--- src/rtl/fss_pkg.sv ---
// Shared types and constants for the FFT size shrink selector.
// Used by fss_div and fft_size_shrink_selector_core; depends on nothing else.
`timescale 1ns / 1ps

package fss_pkg;

   // Width of the sizes that are searched and factored.
   localparam int SIZE_BITS   = 16;

   // Field widths of the ports.
   localparam int DIM_W   = 16;
   localparam int SIZE_W  = 16;
   localparam int COST_W  = 16;
   localparam int CROP_W  = 15;
   localparam int SHRINK_W = 14;
   localparam int CSR_AW  = 3;
   localparam int CSR_DW  = 32;

   // Shrink register: full scale is 100 percent in hundredths of a percent.
   localparam logic [SHRINK_W-1:0] SHRINK_FULL  = SHRINK_W'(10000);
   localparam logic [SHRINK_W-1:0] SHRINK_RESET = SHRINK_W'(100);

   // Register index decoded from the word address.
   localparam logic CSR_IDX_SHRINK = 1'b0;

   // Trial division tries every divisor from 2 up to this bound, the 460th prime.
   localparam int LAST_PRIME = 3257;
   // Trial divisor width: it counts up to one past the last prime.
   localparam int D_W   = $clog2(LAST_PRIME + 2);
   localparam int SQ_W  = 2 * D_W;
   // Divider widths: the product n * (full - shrink) and the widest divisor.
   localparam int PROD_W = SIZE_BITS + SHRINK_W;
   localparam int DIV_W  = (D_W > SHRINK_W) ? D_W : SHRINK_W;
   localparam int CNT_W  = $clog2(PROD_W + 1);

   // Sequencer states of the top level.
   typedef enum logic [2:0] {
      ST_IDLE,
      ST_MUL,
      ST_SDIV_GO,
      ST_SDIV_WAIT,
      ST_COST_CHECK,
      ST_COST_WAIT,
      ST_COST_END,
      ST_OUT
   } seq_state_type;

   // Request to the shared divider.
   typedef struct packed {
      logic launch;
      logic wide;
   } div_ctl_type;

   // Status and results of the shared divider.
   typedef struct packed {
      logic                 busy;
      logic                 done;
      logic [SIZE_BITS-1:0] quotient;
      logic [DIV_W-1:0]     remainder;
   } div_stat_type;

endpackage

--- src/rtl/fss_div.sv ---
// Shared restoring divider, one quotient bit per cycle.
// Depends on fss_pkg for widths and the control and status structs.
`timescale 1ns / 1ps

module fss_div (
   input  logic                          clock,
   input  logic                          reset,
   input  fss_pkg::div_ctl_type          ctl,
   input  logic [fss_pkg::PROD_W-1:0]    dividend,
   input  logic [fss_pkg::DIV_W-1:0]     divisor,
   output fss_pkg::div_stat_type         stat
);

   logic [fss_pkg::PROD_W-1:0] q_ff, q_in;
   logic [fss_pkg::DIV_W-1:0]  r_ff, r_in;
   logic [fss_pkg::DIV_W-1:0]  divisor_ff, divisor_in;
   logic [fss_pkg::CNT_W-1:0]  cnt_ff, cnt_in;
   logic                       done_ff, done_in;
   logic [fss_pkg::DIV_W:0]    shifted;
   logic [fss_pkg::DIV_W+1:0]  diff;
   logic                       neg;

   // One restoring step: shift in the next dividend bit and try to subtract.
   always_comb begin
      shifted = {r_ff, q_ff[fss_pkg::PROD_W-1]};
      diff    = {1'b0, shifted} - {2'b00, divisor_ff};
      neg     = diff[fss_pkg::DIV_W+1];
   end

   // A narrow division loads the value at the top so only SIZE_BITS steps run.
   always_comb begin
      q_in       = q_ff;
      r_in       = r_ff;
      divisor_in = divisor_ff;
      cnt_in     = cnt_ff;
      done_in    = 1'b0;
      if (ctl.launch) begin
         if (ctl.wide) begin
            q_in   = dividend;
            cnt_in = fss_pkg::CNT_W'(fss_pkg::PROD_W);
         end else begin
            q_in   = {dividend[fss_pkg::SIZE_BITS-1:0],
                      {(fss_pkg::PROD_W - fss_pkg::SIZE_BITS){1'b0}}};
            cnt_in = fss_pkg::CNT_W'(fss_pkg::SIZE_BITS);
         end
         r_in       = '0;
         divisor_in = divisor;
      end else if (cnt_ff != '0) begin
         q_in    = {q_ff[fss_pkg::PROD_W-2:0], ~neg};
         r_in    = neg ? shifted[fss_pkg::DIV_W-1:0] : diff[fss_pkg::DIV_W-1:0];
         cnt_in  = cnt_ff - fss_pkg::CNT_W'(1);
         done_in = (cnt_ff == fss_pkg::CNT_W'(1));
      end
   end

   always_ff @(posedge clock) begin
      if (reset) begin
         cnt_ff  <= '0;
         done_ff <= 1'b0;
      end else begin
         cnt_ff  <= cnt_in;
         done_ff <= done_in;
      end
      q_ff       <= q_in;
      r_ff       <= r_in;
      divisor_ff <= divisor_in;
   end

   assign stat.busy      = (cnt_ff != '0);
   assign stat.done      = done_ff;
   assign stat.quotient  = q_ff[fss_pkg::SIZE_BITS-1:0];
   assign stat.remainder = r_ff;

endmodule

--- src/rtl/fft_size_shrink_selector_core.sv ---
// Top level of the FFT size shrink selector: sequencer, cost search and register port.
// Depends on fss_pkg and the shared divider fss_div.
// Steps: a wide division finds the search start, then each candidate size is costed by
// trial divisions (about sqrt(size) plus its factor count), then the result is loaded;
// one item is worked on at a time, one result per item.
// Reset clears the sequencer and the result valid and sets the shrink register to 100.
`timescale 1ns / 1ps

module fft_size_shrink_selector_core (
   input  logic                        clock,
   input  logic                        reset,
   // Input channel
   input  logic                        req_valid,
   output logic                        req_ready,
   input  logic [fss_pkg::DIM_W-1:0]   req_dimension,
   // Result channel
   output logic                        rsp_valid,
   input  logic                        rsp_ready,
   output logic [fss_pkg::SIZE_W-1:0]  rsp_best_size,
   output logic [fss_pkg::COST_W-1:0]  rsp_best_cost,
   output logic [fss_pkg::COST_W-1:0]  rsp_original_cost,
   output logic [fss_pkg::CROP_W-1:0]  rsp_crop_offset,
   // Configuration port
   input  logic                        csr_psel,
   input  logic                        csr_penable,
   input  logic                        csr_pwrite,
   input  logic [fss_pkg::CSR_AW-1:0]  csr_paddr,
   input  logic [fss_pkg::CSR_DW-1:0]  csr_pwdata,
   output logic [fss_pkg::CSR_DW-1:0]  csr_prdata,
   output logic                        csr_pready
);

   localparam int SB = fss_pkg::SIZE_BITS;

   fss_pkg::seq_state_type state_ff, state_in;

   logic [fss_pkg::SHRINK_W-1:0] shrink_ff, shrink_in;
   logic [SB-1:0]                n_ff, n_in;
   logic [fss_pkg::PROD_W-1:0]   prod_ff, prod_in;
   logic [SB-1:0]                x_ff, x_in;
   logic [SB-1:0]                rem_ff, rem_in;
   logic [fss_pkg::D_W-1:0]      d_ff, d_in;
   logic [SB-1:0]                cost_ff, cost_in;
   logic [SB-1:0]                best_ff, best_in;
   logic [SB-1:0]                best_cost_ff, best_cost_in;
   logic [SB-1:0]                orig_cost_ff, orig_cost_in;
   logic                         have_ff, have_in;
   logic                         rsp_valid_ff, rsp_valid_in;
   logic [fss_pkg::SIZE_W-1:0]   rsp_size_ff, rsp_size_in;
   logic [fss_pkg::COST_W-1:0]   rsp_cost_ff, rsp_cost_in;
   logic [fss_pkg::COST_W-1:0]   rsp_orig_ff, rsp_orig_in;
   logic [fss_pkg::CROP_W-1:0]   rsp_crop_ff, rsp_crop_in;

   fss_pkg::div_ctl_type         div_ctl;
   fss_pkg::div_stat_type        div_stat;
   logic [fss_pkg::PROD_W-1:0]   div_dividend;
   logic [fss_pkg::DIV_W-1:0]    div_divisor;

   logic                         in_accept;
   logic                         csr_write;
   logic [SB-1:0]                dim_held;
   logic [fss_pkg::SHRINK_W-1:0] shrink_sat;
   logic [fss_pkg::SQ_W-1:0]     d_square;
   logic                         trial_go;
   logic [SB-1:0]                start_size;
   logic                         out_free;

   assign in_accept = req_valid && req_ready;
   assign csr_write = csr_psel && csr_penable && csr_pwrite && csr_pready;
   assign out_free  = !rsp_valid_ff || rsp_ready;

   // Input item: take the low SIZE_BITS bits and hold zero to one.
   always_comb begin
      dim_held = SB'(req_dimension);
      if (dim_held == '0) begin
         dim_held = SB'(1);
      end
      shrink_sat = (shrink_ff > fss_pkg::SHRINK_FULL) ? fss_pkg::SHRINK_FULL : shrink_ff;
   end

   // Trial division goes on while the cofactor may still split.
   always_comb begin
      d_square = d_ff * d_ff;
      trial_go = (rem_ff > SB'(1))
              && (d_ff <= fss_pkg::D_W'(fss_pkg::LAST_PRIME))
              && (d_square <= fss_pkg::SQ_W'(rem_ff));
   end

   // The search never starts below size one.
   always_comb begin
      start_size = div_stat.quotient;
      if (start_size == '0) begin
         start_size = SB'(1);
      end
   end

   // Next state.
   always_comb begin
      state_in = state_ff;
      unique case (state_ff)
         fss_pkg::ST_IDLE: begin
            if (in_accept) begin
               state_in = fss_pkg::ST_MUL;
            end
         end
         fss_pkg::ST_MUL: begin
            state_in = fss_pkg::ST_SDIV_GO;
         end
         fss_pkg::ST_SDIV_GO: begin
            state_in = fss_pkg::ST_SDIV_WAIT;
         end
         fss_pkg::ST_SDIV_WAIT: begin
            if (div_stat.done) begin
               state_in = fss_pkg::ST_COST_CHECK;
            end
         end
         fss_pkg::ST_COST_CHECK: begin
            state_in = trial_go ? fss_pkg::ST_COST_WAIT : fss_pkg::ST_COST_END;
         end
         fss_pkg::ST_COST_WAIT: begin
            if (div_stat.done) begin
               state_in = fss_pkg::ST_COST_CHECK;
            end
         end
         fss_pkg::ST_COST_END: begin
            state_in = (x_ff == n_ff) ? fss_pkg::ST_OUT : fss_pkg::ST_COST_CHECK;
         end
         fss_pkg::ST_OUT: begin
            if (out_free) begin
               state_in = fss_pkg::ST_IDLE;
            end
         end
         default: begin
            state_in = fss_pkg::ST_IDLE;
         end
      endcase
   end

   // Sequencer outputs: handshake and divider requests.
   always_comb begin
      req_ready      = 1'b0;
      div_ctl.launch = 1'b0;
      div_ctl.wide   = 1'b0;
      div_dividend   = fss_pkg::PROD_W'(rem_ff);
      div_divisor    = fss_pkg::DIV_W'(d_ff);
      unique case (state_ff)
         fss_pkg::ST_IDLE: begin
            req_ready = 1'b1;
         end
         fss_pkg::ST_SDIV_GO: begin
            div_ctl.launch = 1'b1;
            div_ctl.wide   = 1'b1;
            div_dividend   = prod_ff;
            div_divisor    = fss_pkg::DIV_W'(fss_pkg::SHRINK_FULL);
         end
         fss_pkg::ST_COST_CHECK: begin
            div_ctl.launch = trial_go;
         end
         default: begin
            req_ready = 1'b0;
         end
      endcase
   end

   // Datapath: search window, factor cost and best candidate.
   always_comb begin
      n_in         = n_ff;
      prod_in      = prod_ff;
      x_in         = x_ff;
      rem_in       = rem_ff;
      d_in         = d_ff;
      cost_in      = cost_ff;
      best_in      = best_ff;
      best_cost_in = best_cost_ff;
      orig_cost_in = orig_cost_ff;
      have_in      = have_ff;
      unique case (state_ff)
         fss_pkg::ST_IDLE: begin
            if (in_accept) begin
               n_in    = dim_held;
               have_in = 1'b0;
            end
         end
         fss_pkg::ST_MUL: begin
            prod_in = n_ff * (fss_pkg::SHRINK_FULL - shrink_sat);
         end
         fss_pkg::ST_SDIV_WAIT: begin
            if (div_stat.done) begin
               x_in    = start_size;
               rem_in  = start_size;
               d_in    = fss_pkg::D_W'(2);
               cost_in = '0;
            end
         end
         fss_pkg::ST_COST_CHECK: begin
            // A cofactor that is left over counts as one factor.
            if (!trial_go) begin
               cost_in = cost_ff + rem_ff - SB'(1);
            end
         end
         fss_pkg::ST_COST_WAIT: begin
            if (div_stat.done) begin
               if (div_stat.remainder == '0) begin
                  cost_in = cost_ff + SB'(d_ff) - SB'(1);
                  rem_in  = div_stat.quotient;
               end else begin
                  d_in = d_ff + fss_pkg::D_W'(1);
               end
            end
         end
         fss_pkg::ST_COST_END: begin
            // Ties go to the larger size, which is always the later one.
            if (!have_ff || cost_ff <= best_cost_ff) begin
               best_in      = x_ff;
               best_cost_in = cost_ff;
               have_in      = 1'b1;
            end
            if (x_ff == n_ff) begin
               orig_cost_in = cost_ff;
            end else begin
               x_in    = x_ff + SB'(1);
               rem_in  = x_ff + SB'(1);
               d_in    = fss_pkg::D_W'(2);
               cost_in = '0;
            end
         end
         default: begin
            n_in = n_ff;
         end
      endcase
   end

   // Result register: loaded once the previous item has been taken.
   always_comb begin
      rsp_valid_in = rsp_valid_ff;
      rsp_size_in  = rsp_size_ff;
      rsp_cost_in  = rsp_cost_ff;
      rsp_orig_in  = rsp_orig_ff;
      rsp_crop_in  = rsp_crop_ff;
      if (rsp_valid_ff && rsp_ready) begin
         rsp_valid_in = 1'b0;
      end
      if (state_ff == fss_pkg::ST_OUT && out_free) begin
         rsp_valid_in = 1'b1;
         rsp_size_in  = fss_pkg::SIZE_W'(best_ff);
         rsp_cost_in  = fss_pkg::COST_W'(best_cost_ff);
         rsp_orig_in  = fss_pkg::COST_W'(orig_cost_ff);
         rsp_crop_in  = fss_pkg::CROP_W'((n_ff - best_ff) >> 1);
      end
   end

   // Shrink register write.
   always_comb begin
      shrink_in = shrink_ff;
      if (csr_write && csr_paddr[2] == fss_pkg::CSR_IDX_SHRINK) begin
         shrink_in = csr_pwdata[fss_pkg::SHRINK_W-1:0];
      end
   end

   always_ff @(posedge clock) begin
      if (reset) begin
         state_ff     <= fss_pkg::ST_IDLE;
         shrink_ff    <= fss_pkg::SHRINK_RESET;
         have_ff      <= 1'b0;
         rsp_valid_ff <= 1'b0;
      end else begin
         state_ff     <= state_in;
         shrink_ff    <= shrink_in;
         have_ff      <= have_in;
         rsp_valid_ff <= rsp_valid_in;
      end
      n_ff         <= n_in;
      prod_ff      <= prod_in;
      x_ff         <= x_in;
      rem_ff       <= rem_in;
      d_ff         <= d_in;
      cost_ff      <= cost_in;
      best_ff      <= best_in;
      best_cost_ff <= best_cost_in;
      orig_cost_ff <= orig_cost_in;
      rsp_size_ff  <= rsp_size_in;
      rsp_cost_ff  <= rsp_cost_in;
      rsp_orig_ff  <= rsp_orig_in;
      rsp_crop_ff  <= rsp_crop_in;
   end

   // Shared divider for the search start and every trial division.
   fss_div u_div (
      .clock    (clock),
      .reset    (reset),
      .ctl      (div_ctl),
      .dividend (div_dividend),
      .divisor  (div_divisor),
      .stat     (div_stat)
   );

   // Register read back and port outputs.
   assign csr_pready = 1'b1;
   assign csr_prdata = (csr_paddr[2] == fss_pkg::CSR_IDX_SHRINK)
                     ? fss_pkg::CSR_DW'(shrink_ff) : '0;

   assign rsp_valid         = rsp_valid_ff;
   assign rsp_best_size     = rsp_size_ff;
   assign rsp_best_cost     = rsp_cost_ff;
   assign rsp_original_cost = rsp_orig_ff;
   assign rsp_crop_offset   = rsp_crop_ff;

   // The divider is only started when it is free.
   a_div_free: assert property (@(posedge clock) disable iff (reset)
      div_ctl.launch |-> !div_stat.busy)
      else $error("divider started while busy");

   // A divider result follows a running division.
   a_div_done: assert property (@(posedge clock) disable iff (reset)
      div_stat.done |-> $past(div_stat.busy))
      else $error("divider done without a running division");

   // The cofactor under test never leaves the range of the candidate.
   a_rem_range: assert property (@(posedge clock) disable iff (reset)
      state_ff == fss_pkg::ST_COST_CHECK |-> (rem_ff != '0 && rem_ff <= x_ff))
      else $error("cofactor out of range");

   // The chosen size lies within the dimension when the result is loaded.
   a_best_range: assert property (@(posedge clock) disable iff (reset)
      state_ff == fss_pkg::ST_OUT |-> (have_ff && best_ff != '0 && best_ff <= n_ff))
      else $error("best size out of range");

   // The trial divisor never runs past one beyond the last prime.
   a_d_range: assert property (@(posedge clock) disable iff (reset)
      state_ff == fss_pkg::ST_COST_CHECK
         |-> d_ff <= fss_pkg::D_W'(fss_pkg::LAST_PRIME + 1))
      else $error("trial divisor out of range");

endmodule

--- config.mk ---
export PLATFORM = sky130hd
export DESIGN_NAME = fft_size_shrink_selector_core
export DESIGN_NICKNAME = d
export VERILOG_FILES = /design/src/rtl/fss_pkg.sv /design/src/rtl/fss_div.sv /design/src/rtl/fft_size_shrink_selector_core.sv
export SDC_FILE = /design/constraint.sdc
export NUM_CORES = 1
export LEC_CHECK = 0
export BUFFER_PORTS_ARGS = -buffer_cell sky130_fd_sc_hd__buf_2
export CORE_ASPECT_RATIO = 1.25
export CORE_MARGIN = 2
export CORE_UTILIZATION = 60
export DETAILED_ROUTE_END_ITERATION = 8
export PLACE_DENSITY = 0.9
export SLEW_MARGIN = 10
export SYNTH_ARGS = -nofsm -noshare
export SYNTH_HDL_FRONTEND = slang
export SYNTH_SLANG_ARGS = --single-unit
export TNS_END_PERCENT = 5
--- constraint.sdc ---
create_clock -name clock -period 14.7 [get_ports clock]
set_input_delay 1.47 -clock clock [delete_from_list [all_inputs] [get_ports clock]]
set_output_delay 1.47 -clock clock [all_outputs]
set_load 0.1 [all_outputs]
==> results of run 1 <==
cells in the final DEF, fill, tap and decap left out, types with 7 or more instances in the layout:
cell type,n
nand3_1,27
and2_1,87
nor2b_1,30
buf_2,116
buf_4,25
o41ai_1,7
o21a_1,15
nor2_1,187
nor4_1,21
o21bai_1,13
o22ai_1,14
clkinv_2,7
nand4_1,16
o21ai_0,75
fa_1,264
o21ai_1,36
inv_1,440
xnor2_1,84
nor3_1,54
and3_1,20
xor2_1,58
a21o_1,27
nand2b_1,22
clkbuf_16,28
dfxtp_1,39
mux2i_1,25
ha_1,284
conb_1,19
or2_2,7
a21oi_1,98
a31oi_1,15
a211oi_1,19
nand2_1,318
nand3b_1,9
edfxtp_1,260
o211ai_1,7
final timing paths:
kind | startpoint | to | slack, ns | cells past startpoint
hold reg to reg | orig_cost_ff[9]$_DFFE_PP_ | rsp_original_cost[9]$_DFFE_PP_ | 0.42 | 0
setup / recovery | shrink_ff[0]$_SDFFE_PP0P_ | prod_ff[23]$_DFFE_PP_ | 4.73 | 30
hold / removal | orig_cost_ff[9]$_DFFE_PP_ | rsp_original_cost[9]$_DFFE_PP_ | 0.42 | 0
setup reg to reg | shrink_ff[0]$_SDFFE_PP0P_ | prod_ff[23]$_DFFE_PP_ | 4.73 | 30
Yosys cell counts, types with 13 or more instances:
library cell  count  area share
inv_1           440       0.060
nand2_1         318       0.044
ha_1            284        0.13
fa_1            264        0.19
edfxtp_1        260        0.28
nor2_1          188       0.026
a21oi_1          98       0.018
clkbuf_1         90       0.012
and2_1           87       0.020
xnor2_1          85       0.027
o21ai_0          75       0.014
xor2_1           58       0.019
nor3_1           55       0.010
dfxtp_1          39       0.028
o21ai_1          36      0.0066
nor2b_1          30      0.0068
a21o_1           27      0.0074
nand3_1          27      0.0049
mux2i_1          25      0.0091
nand2b_1         22      0.0050
nor4_1           21      0.0048
a211oi_1         20      0.0055
and3_1           20      0.0046
buf_4            20      0.0055
a31oi_1          16      0.0036
nand4_1          16      0.0036
o21a_1           15      0.0041
o22ai_1          14      0.0032
o21bai_1         13      0.0036
layer usage:
metal	GRT usage	routed length (um)	vias to the layer above
met5	0	18	-
met4	0.1976	4896	2
met3	0.04377	4820	340
met2	0.5322	35630	1091
met1	0.3145	23660	10250
li1	-	-	9288
metrics by stage:
stage	std cells	hold slack, ns	util
after floorplan	2803	0.4003	-
after global placement	3399	0.4015	0.6308
after detailed placement	3399	0.4045	0.6308
after CTS	3451	0.4207	0.6524
after global routing	3451	0.4245	0.6526
final	3453	0.4197	0.6527
cell families after synthesis:
kind of cell    after synthesis  synth area share
buf+inv                     566           0.08114
simple gates                820            0.1392
fa+ha+maj                   548            0.3222
compound gates              381           0.08853
flops                       299            0.3131
mux                          27          0.009942
other cells                   2         0.0002737
xor+xnor                    143           0.04565
power by group:
group / switching, mW / internal [mW]
Sequential: 0.106 / 1.22
Clock: 0.329 / 0.441
Combinational: 1.99 / 1.34
Total: 2.43 / 3.00
worst max-delay path: cells and delay by family (launching register included):
| family | cells | cell delay [ns] |
|---|---|---|
| AND/OR/NAND/NOR | 5 | 1.51 |
| XOR/XNOR | 1 | 0.28 |
| AO/OA/AOI/OAI | 12 | 3.99 |
| buffers and inverters | 4 | 0.30 |
| flip-flops | 1 | 0.43 |
| adder cells (fa/ha/maj) | 8 | 3.25 |
cell type report:
cell class / count / area share
sequential: 299 / 0.2913
antenna: 2 / 0.0001697
multi-input combinational: 1938 / 0.5685
clock inverter: 21 / 0.008911
clock buffer: 31 / 0.02414
timing repair buffer: 141 / 0.02605
inverter: 443 / 0.05639
tap: 578 / 0.02453
==> flow_summary.yaml, run 1 <==
outcome:
  outcome: "finished clean"
routing:
  drt_iter0_drc: 1726
  wl_per_cell_um: 19.99
  wl_um: 69030
  via_per_inst: 6.074
  dr_total_vias: 20970
  drc: 0
  ant_nets: 0
  drt_pre_antenna_iters: 6
global_route:
  antenna_found_initial: 2
  gr-total-overflow: 0
  grt_pass1_wl_um: 110900
  grtUsageTotal: 0.2931
  grt_max_degree: 65
  grt_pass1_vias: 22460
setup_path:
  crit_slowest_cell: "o41ai_1"
  path_class: "reg -> reg"
  end_kind: "flop"
  cp_max_fo: 16
  cp_data_required_time_ns: 15.07
  path_common_cell: "fa_1"
  crit_path_start_kind: "flop"
  slowest_delay_ns: 0.76
  worstPathArrival_ns: 10.34
clock_network:
  tritoncts: "done"
  clk_pin_slew_ns: 0.07
  cts_max_level: 1
  cts_buffer_depth: 3
  post-cts-setup-buffer-count: 0
  holdBufCountCts: 0
  cts.sinks: 299
  clk_latency_ns: 0.57
  root_buffer: "clkbuf_16"
  cts_made_buffers: 28
  postCtsResizedCells: 0
synthesis:
  synth.distinct_cells: 81
  syn_area_per_cell_um2: 9.847
  synth_ff_type: "edfxtp_1"
  ys_ff_latch: 299
  yosysSeqAreaShare: 0.3131
  ys_warn_count: 0
  netlist_area_um2: 27430
  synth_async_sr_flop_share: 0
  synth_edf_count: 260
  netlist_instances: 2786
timing:
  setup_tns_ns: 0
  maxSlewViolCount: 0
  layout_min_cycle_time_ns: 9.973
  fin_worst_skew_ns: 0.02177
  fmax_mhz: 100.3
  setup_slack_ns: 4.727
  tightestPinTransition_ns: 1.208
  rsz0062_at_grt: "no"
  fin_crit_sh: 0.6785
  setup_viol: 0
  maxSlewHeadroom: 0.1916
  finalHoldViolations: 0
floorplanning:
  start_util: 0.6073
  rows: 87
  die_h_um: 243.1
  die_w_um: 195.3
  die_area_um2: 47460
  num_io_pins: 156
  design.core.area_um2: 45170
min_path:
  hp-class: "reg -> reg"
placed_design:
  place.gp.congestion: 0.9317
  port_buffers: 116
  pre_cts_ws_ns: 4.957
  post-dp-hpwl_um: 52480
  placed_cell_area_um2: 28500
power_and_ir_drop:
  fin_total_pwr_mw: 5.429
  cellPowerDensity_nw_per_um2: 184.1
  ir_drop_mv: 0.3316
  leakage_nw: 13.40
job:
  max-cap-violations: 0
final_layout:
  regArea_um2: 8588
  multi_input_area_um2: 16760
  final_area_um2: 29490
  drive_gt1_frac: 0.07658
  areaGrowthSynthToFinish_pct: 7.480
  biggestRegsByFlops: "prod_ff: 30 flops, u_div.q_ff: 30 flops"
  nNetsFinal: 3457
  fill_cells: 3095
(Power assumes the default switching activity.)
==> run 2, diff against run 1 <==
--- a/config.mk
+++ b/config.mk
@@ -8,9 +8,9 @@
 export BUFFER_PORTS_ARGS = -buffer_cell sky130_fd_sc_hd__buf_2
 export CORE_ASPECT_RATIO = 1.25
 export CORE_MARGIN = 2
-export CORE_UTILIZATION = 60
+export CORE_UTILIZATION = 57
 export DETAILED_ROUTE_END_ITERATION = 8
-export PLACE_DENSITY = 0.9
+export PLACE_DENSITY = 0.89
 export SLEW_MARGIN = 10
 export SYNTH_ARGS = -nofsm -noshare
 export SYNTH_HDL_FRONTEND = slang
==> constraint.sdc (replaced) <==
create_clock -name clock -period 8.8 [get_ports clock]
set_input_delay 0.88 -clock clock [delete_from_list [all_inputs] [get_ports clock]]
set_output_delay 0.88 -clock clock [all_outputs]
set_load 0.1 [all_outputs]
==> flow_summary.yaml, run 2 (synthesis results as in run 1) <==
timing:
  fin_worst_skew_ns: 0.02724
  rsz0062_at_grt: "no"
  maxSlewViolCount: 0
  setup_viol: 0
  setup_tns_ns: 0
  hold_slack_ns: 0.4193
  fin_crit_sh: 0.9600
  layout_min_cycle_time_ns: 8.448
  finalHoldViolations: 0
  tightestPinTransition_ns: 1.178
  fmax_mhz: 118.4
  maxSlewHeadroom: 0.2130
routing:
  drt_iter0_drc: 1618
  drc: 0
  drt_pre_antenna_iters: 6
  via_per_inst: 5.813
  wl_per_cell_um: 18.75
  ant_nets: 0
  dr_total_vias: 20610
  wl_um: 66500
global_route:
  grt_pass1_vias: 21580
  grt_pass1_wl_um: 107600
  grtUsageTotal: 0.2666
  antenna_found_initial: 1
  grt_max_degree: 64
  gr-total-overflow: 0
setup_path:
  slowest_delay_ns: 0.59
  crit_slowest_cell: "fa_1"
  worst-r2r-setup-slack_ns: 0.35
  end_kind: "flop"
  path_common_cell: "fa_1"
  critPathTopFamily: "adder cells"
  cp_num_buf_inv: 5
  cp_data_required_time_ns: 9.11
  worstPathArrival_ns: 8.76
  cp_max_fo: 11
  path_class: "reg -> reg"
  crit_path_start_kind: "flop"
power_and_ir_drop:
  swShare: 0.4365
  comb_power_share: 0.606
  leakage_nw: 13.59
  cellPowerDensity_nw_per_um2: 297.8
  p_int_mw: 5.008
  p_sw_mw: 3.879
  p_clk_frac: 0.146
  sequentialPowerShare: 0.249
  ir_drop_mv: 0.6403
final_layout:
  regArea_um2: 8589
  final_cells: 3546
  multi_input_area_um2: 16780
  drive_gt1_frac: 0.09010
  biggestRegsByFlops: "prod_ff: 30 flops, u_div.q_ff: 30 flops"
  fin_util: 0.6305
  fill_cells: 3473
  layout_commonest_cell: "inv_1"
  nNetsFinal: 3491
  final_cell_mix: "inv_1, nand2_1, ha_1, fa_1, edfxtp_1"
  areaGrowthSynthToFinish_pct: 8.771
floorplanning:
  die_h_um: 249.3
  die_w_um: 200.2
  start_util: 0.5797
  num_io_pins: 156
  design.core.area_um2: 47330
  rows: 89
  die_area_um2: 49910
placed_design:
  post-dp-hpwl_um: 50400
  place.gp.congestion: 0.9482
  port_buffers: 116
  dp.cells: 3490
job:
  max-cap-violations: 0
outcome:
  outcome: "finished clean"
clock_network:
  clk_pin_slew_ns: 0.07
  root_buffer: "clkbuf_16"
  holdBufCountCts: 0
  clk_latency_ns: 0.58
  cts_buffer_depth: 3
  cts.sinks: 299
  cts_max_level: 1
  tritoncts: "done"
  cts_made_buffers: 29
min_path:
  hp-class: "reg -> reg"
==> run 2: final cells by class <==
class                      instances  area share
clock inverter                    15    0.005535
antenna                            1  0.00008386
clock buffer                      39     0.02763
sequential                       299      0.2879
inverter                         443     0.05573
timing repair buffer             174     0.03405
tap                              637     0.02671
multi-input combinational       1938      0.5624
==> run 2: path summary, 6_finish.rpt <==
kind                                    from  cells after the start                               to
hold / removal    orig_cost_ff[11]$_DFFE_PP_                      0  rsp_original_cost[11]$_DFFE_PP_
hold reg to reg   orig_cost_ff[11]$_DFFE_PP_                      0  rsp_original_cost[11]$_DFFE_PP_
setup / recovery   shrink_ff[1]$_SDFFE_PP0P_                     32            prod_ff[29]$_DFFE_PP_
setup reg to reg   shrink_ff[1]$_SDFFE_PP0P_                     32            prod_ff[29]$_DFFE_PP_
==> run 2: power by group through the flow <==
stage	registers [mW]	clock network, mW	logic [mW]
floorplan	2.15	0	4.08
global placement	2.22	0	5.04
detailed placement	2.23	0	5.23
CTS	2.20	1.30	5.30
global route	2.22	1.35	6.03
finish	2.21	1.29	5.39
==> run 2: timing repair <==
item,CTS,global route
setup endpoints to repair,0,6
setup buffers,0,1
resized for setup,0,11
==> run 2: metal layers <==
layer	global-route usage	share of wire	wire length, um
met1	0.2995	0.35	23350
met2	0.4854	0.52	34520
met3	0.03100	0.070	4676
met4	0.1582	0.059	3955
met5	0	0	0
==> run 2: through the flow <==
stage / area [um^2] / total power, mW / setup slack, ns
floorplan: 27500 / 6.227 / 0.1976
global placement: 28800 / 7.257 / 0.4282
detailed placement: 28800 / 7.456 / 0.2968
CTS: 29790 / 8.804 / 0.2531
global route: 29840 / 9.608 / 0.03086
finish: 29840 / 8.887 / 0.3520
